===== config.mk =====
export PLATFORM = sky130hd
export DESIGN_NAME = sau_skid
export DESIGN_NICKNAME = d
export VERILOG_FILES = /design/src/rtl/sau_pkg.sv /design/src/rtl/sau_skid.sv
export SDC_FILE = /design/constraint.sdc
export NUM_CORES = 1
export LEC_CHECK = 0
export BUFFER_PORTS_ARGS = -buffer_cell sky130_fd_sc_hd__clkbuf_2
export CAP_MARGIN = 20
export CORE_MARGIN = 2
export CORE_UTILIZATION = 50
export CTS_CLUSTER_DIAMETER = 40
export DETAILED_ROUTE_END_ITERATION = 8
export GPL_TIMING_DRIVEN = 0
export PLACE_DENSITY = 0.78
export SLEW_MARGIN = 25
export SYNTH_ARGS = -nofsm -noshare
export SYNTH_HDL_FRONTEND = slang
export SYNTH_SLANG_ARGS = --single-unit

===== constraint.sdc =====
create_clock -name i_clk -period 6.85 [get_ports i_clk]
set_input_delay 2.055 -clock i_clk [delete_from_list [all_inputs] [get_ports i_clk]]
set_output_delay 2.055 -clock i_clk [all_outputs]
set_load 0.03 [all_outputs]

===== src/rtl/sau_pkg.sv =====
// Shared types and fixed-point constants for the sigmoid activation unit.
package sau_pkg;

    localparam int MAG_W = 16;   // |x| in Q.10, clamped to 32.0
    localparam int G_W   = 31;   // scaled argument in Q0.31
    localparam int ACC_W = 33;   // even / odd series partial sums
    localparam int EXP_W = 32;   // e^-a in Q0.31, up to 1.0

    localparam int SERIES_TERMS = 13;
    localparam int SQUARINGS    = 5;

    localparam logic [31:0]      LNE_Q32 = 32'd4294965987;   // ln(2.718281), Q0.32
    localparam logic [31:0]      ONE_Q31 = 32'h8000_0000;
    localparam logic [MAG_W-1:0] A_LIMIT = 16'd32768;

    // floor(2^32 / n), reciprocal estimates for the per-term divide by n
    localparam logic [31:0] RECIP_TAB [2:SERIES_TERMS] = '{
        32'd2147483648, 32'd1431655765, 32'd1073741824, 32'd858993459,
        32'd715827882,  32'd613566756,  32'd536870912,  32'd477218588,
        32'd429496729,  32'd390451572,  32'd357913941,  32'd330382099
    };

    typedef struct packed {
        logic valid;
        logic neg;
    } t_ctl;

endpackage


===== src/rtl/sau_skid.sv =====
// Input skid buffer: registered ready toward the upstream stream.
module sau_skid import sau_pkg::*; #(
    parameter int WIDTH = 16
) (
    input  logic             i_clk,
    input  logic             i_rst_n,
    input  logic             i_valid,
    output logic             o_ready,
    input  logic [WIDTH-1:0] i_data,
    output logic             o_valid,
    input  logic             i_ready,
    output logic [WIDTH-1:0] o_data
);

    logic             r_out_valid;
    logic [WIDTH-1:0] r_out_data;
    logic             r_skid_valid;
    logic [WIDTH-1:0] r_skid_data;
    logic             w_take;
    logic             w_load;

    assign o_ready = !r_skid_valid;
    assign w_take  = i_valid && !r_skid_valid;
    assign w_load  = i_ready || !r_out_valid;

    always_ff @(posedge i_clk) begin
        if (!i_rst_n) begin
            r_out_valid  <= 1'b0;
            r_skid_valid <= 1'b0;
        end else if (w_load) begin
            r_out_valid  <= r_skid_valid || w_take;
            r_skid_valid <= 1'b0;
        end else if (w_take) begin
            r_skid_valid <= 1'b1;
        end
    end

    always_ff @(posedge i_clk) begin
        if (w_load) begin
            r_out_data <= r_skid_valid ? r_skid_data : i_data;
        end else if (w_take) begin
            r_skid_data <= i_data;
        end
    end

    assign o_valid = r_out_valid;
    assign o_data  = r_out_data;

endmodule


* Yosys cells after proc, flatten, opt, wreduce, memory -nomap -nowiden
Index checks and enable logic that the tools add are counted.
Storage, ports and cells: register bits after elaboration 34, input port bits 20, output and inout port bits 18, word-level logic and storage cells 14
Cells by class: muxes and demuxes 1, bitwise logic cells 2, reduce and logical (&&, ||, !) cells 7
Operators with widths (count):
- 16-bit two-way mux | 1
- 1-bit logical NOT | 2
- 1-bit logical OR | 2
- 1-bit inverter | 2
- 2-bit AND reduction | 1
- 2-bit OR reduction | 1
- 1-bit logical AND | 1

* Depth between registers and ports, before layout
word-level depth 4, gate-level depth with buffers 4, depth with buffers taken out 2

* Worst setup path before layout
No wires, ideal clock.
kind input port to flip-flop, start point input port i_ready, end point register r_skid_data[0], enable pin, library setup time 413 ps, data arrival time 3864 ps, data required time 6437 ps, setup slack 2573 ps, stages 2, buffers on the path 0, path through nand2b_1 -> nor3b_1
Between the ends: cells in the longest elaborated chain, start to end 3
Ends and longest elaborated chain:
- start, declared | RTL line sau_skid.sv:11 | input logic i_ready,
- 1-bit logical OR | RTL line sau_skid.sv:24 | assign w_load = i_ready || !r_out_valid;
- 1-bit inverter (no line)
- 2-bit AND reduction (no line)
- end signal, assigned | RTL line sau_skid.sv:42 | r_skid_data <= i_data;
- end, declared | RTL line sau_skid.sv:18 | logic [WIDTH-1:0] r_skid_data;
Every way passes these cells. A chain may end at the register's enable or synchronous reset.

* Worst setup path in the final report
start point input port i_ready, end point register r_skid_data[2], enable pin
Between the ends: cells in the longest elaborated chain, start to end 3
Ends and longest elaborated chain:
- 1-bit logical OR | RTL line sau_skid.sv:24
- via w_load | RTL line sau_skid.sv:20 | logic w_load;
- 1-bit inverter (no line)
- 2-bit AND reduction (no line)
The timed path passes the listed nets, and every way through them passes these cells.

==> impl_metrics.json <==
{
  "grt_pass1_vias": 617,
  "grt_max_degree": 20,
  "dieArea_sq_um": 2986,
  "place_congestion": 0.6873,
  "critPathMaxStageDelay_ns": 0.79,
  "path_class": "in -> reg",
  "num_io_pins": 38,
  "nets": 123,
  "diodes": 0,
  "rsz0062_at_grt": "no",
  "critical_path_arrival_ns": 3.72,
  "placed_area_sq_um": 1521,
  "fin_ws_ns": 3.154,
  "ir_worst_vdd_uv": 153.2,
  "clk_path_buf_depth": 2,
  "synth_cells": 58,
  "worstMarginPinSlew_ns": 0.9304,
  "cts.clk_slew.worst_paths_ns": 0.09,
  "fin_area_sq_um": 1570,
  "fin_skew_ns": 0.008356,
  "cts_sinks": 34,
  "crit_chain": "clkbuf_2 > nand2b_1 > nor3b_2 > buf_6",
  "total_power_mw": 0.3848,
  "via_per_inst": 4.851,
  "wl_um": 1850,
  "syn-cell-area_sq_um": 1282,
  "area_growth_pct": 22.44,
  "grtUsageTotal": 0.1419,
  "ff2ff_setup_slack_ns": 4.70,
  "hold_path_class": "reg -> reg",
  "cts_made_buffers": 5,
  "setup_viol_count_final": 0,
  "syn_nets": 78,
  "period_needed_ns": 3.696,
  "avgRoutedWirePerCell_um": 13.81,
  "postCtsHoldBufs": 0,
  "chipWidth_um": 54.65,
  "final_layout_size_suffix_gt1_frac": 0.6154,
  "fmax_mhz": 270.5,
  "slew_viol_final": 0,
  "tns_ns": 0,
  "antenna_found_initial": 0,
  "place_inst": 126,
  "die_h_um": 54.65,
  "port_buffers": 37,
  "fillers": 193,
  "crit_fanout": 19,
  "ys_ff_latch": 34,
  "timing.hold.ws_ns": 0.5573,
  "power_density_nw_per_um2": 245.1,
  "p_leak_nw": 0.6209,
  "cts-resized-gates": 0,
  "crit_path_start_kind": "primary input",
  "cp_slowest_cell": "nor3b_2",
  "std_cell_rows": 18,
  "syn_avg_cell_area_sq_um": 22.11,
  "vias": 650,
  "min_period_over_period": 0.5396,
  "grt_pass1_wl_um": 2766,
  "post-place-ws_ns": 2.807,
  "grt_overflow": 0,
  "synth_warnings": 0,
  "firstDrtPassIters": 3,
  "clock_latency_ns": 0.31,
  "ant_nets": 0,
  "timing.final.hold_violations": 0,
  "ys_seq_area_frac": 0.7805,
  "h-tree-depth": 2,
  "cts_setup_buffers": 0,
  "dr.first_iter.drc_count": 7,
  "initial_core_util": 0.5224,
  "slew_headroom": 0.3797,
  "utilization": 0.6397,
  "cts_root_buffer": "clkbuf_4",
  "cts_tree": "yes",
  "coreArea_sq_um": 2455,
  "yosysUniqueCellTypes": 12,
  "cap_viol_max_count": 0,
  "final_cells": 134,
  "status": "completed",
  "required_ns": 6.88,
  "end_kind": "register",
  "drc": 0
}
[worst max-delay path, delay by kind of cell]
kind	cells	cell delay [ns]
simple gates	2	1.35
buf+inv	2	0.32
[layer usage]
layer	global-route usage	wire, um	vias to the layer above	part of all wire
met5	0	0	-	0
met2	0.2242	983	20	0.53
met4	0.08750	31	0	0.017
met1	0.1588	738	307	0.40
met3	0.05738	96	4	0.052
li1	-	-	319	-
[sequential cells by signal, summed over array words and instances, names as in the netlist]
signal	cells
r_skid_valid	1
o_data	16
o_valid	1
r_skid_data	16
[cells in the final DEF, fill, tap and decap left out, drive strengths merged]
master	count
a21boi	1
buf	3
clkbuf	45
dfxtp	2
edfxtp	32
inv	1
mux2	16
nand2b	1
nor2	1
nor3b	2
[cells in the mapped netlist, drive strengths merged]
cell,number,area (sq um)
nor3b,2,20.02
nand2b,1,6.260
buf,2,31.28
inv,1,3.750
a21boi,1,7.510
edfxtp,32,960.9
mux2,16,206.5
nor2,1,6.260
dfxtp,2,40.04
[final timing paths]
path | from | to | depth (start not counted)
max | i_ready | r_skid_data[2]$_DFFE_PP_ | 4
min | r_skid_data[4]$_DFFE_PP_ | o_data[4]$_DFFE_PP_ | 1
max reg2reg | o_valid$_SDFFE_PN0P_ | r_skid_data[2]$_DFFE_PP_ | 3
min reg2reg | r_skid_data[4]$_DFFE_PP_ | o_data[4]$_DFFE_PP_ | 1
[cell type report]
cell class,instances,area (sq um),area share
Clock buffer,8,48.80,0.03108
Tap cell,30,37.54,0.02390
Sequential cell,34,1001,0.6374
Buffer,2,31.28,0.01992
Multi-Input combinational cell,21,251.5,0.1602
Timing Repair Buffer,38,196.4,0.1251
Inverter,1,3.754,0.002390
[power by group]
part	total [mW]	switching (mW)	internal, mW	leakage, nW
registers	0.241	0.00246	0.239	0.328
clock network	0.0999	0.0589	0.0409	0.0265
logic	0.0439	0.0272	0.0167	0.267
total	0.385	0.0886	0.296	0.621
[kinds of logic (layout without fill, tap and decap cells)]
family | count (synthesis) | count (layout) | synth area share
AOI/OAI and AO/OA | 1 | 1 | 0.005856
DFF | 34 | 34 | 0.7805
and+or+nand+nor | 4 | 4 | 0.02537
buffers and inverters | 3 | 49 | 0.02731
muxes | 16 | 16 | 0.1610
Note: power is estimated with default switching activity, not from simulation.
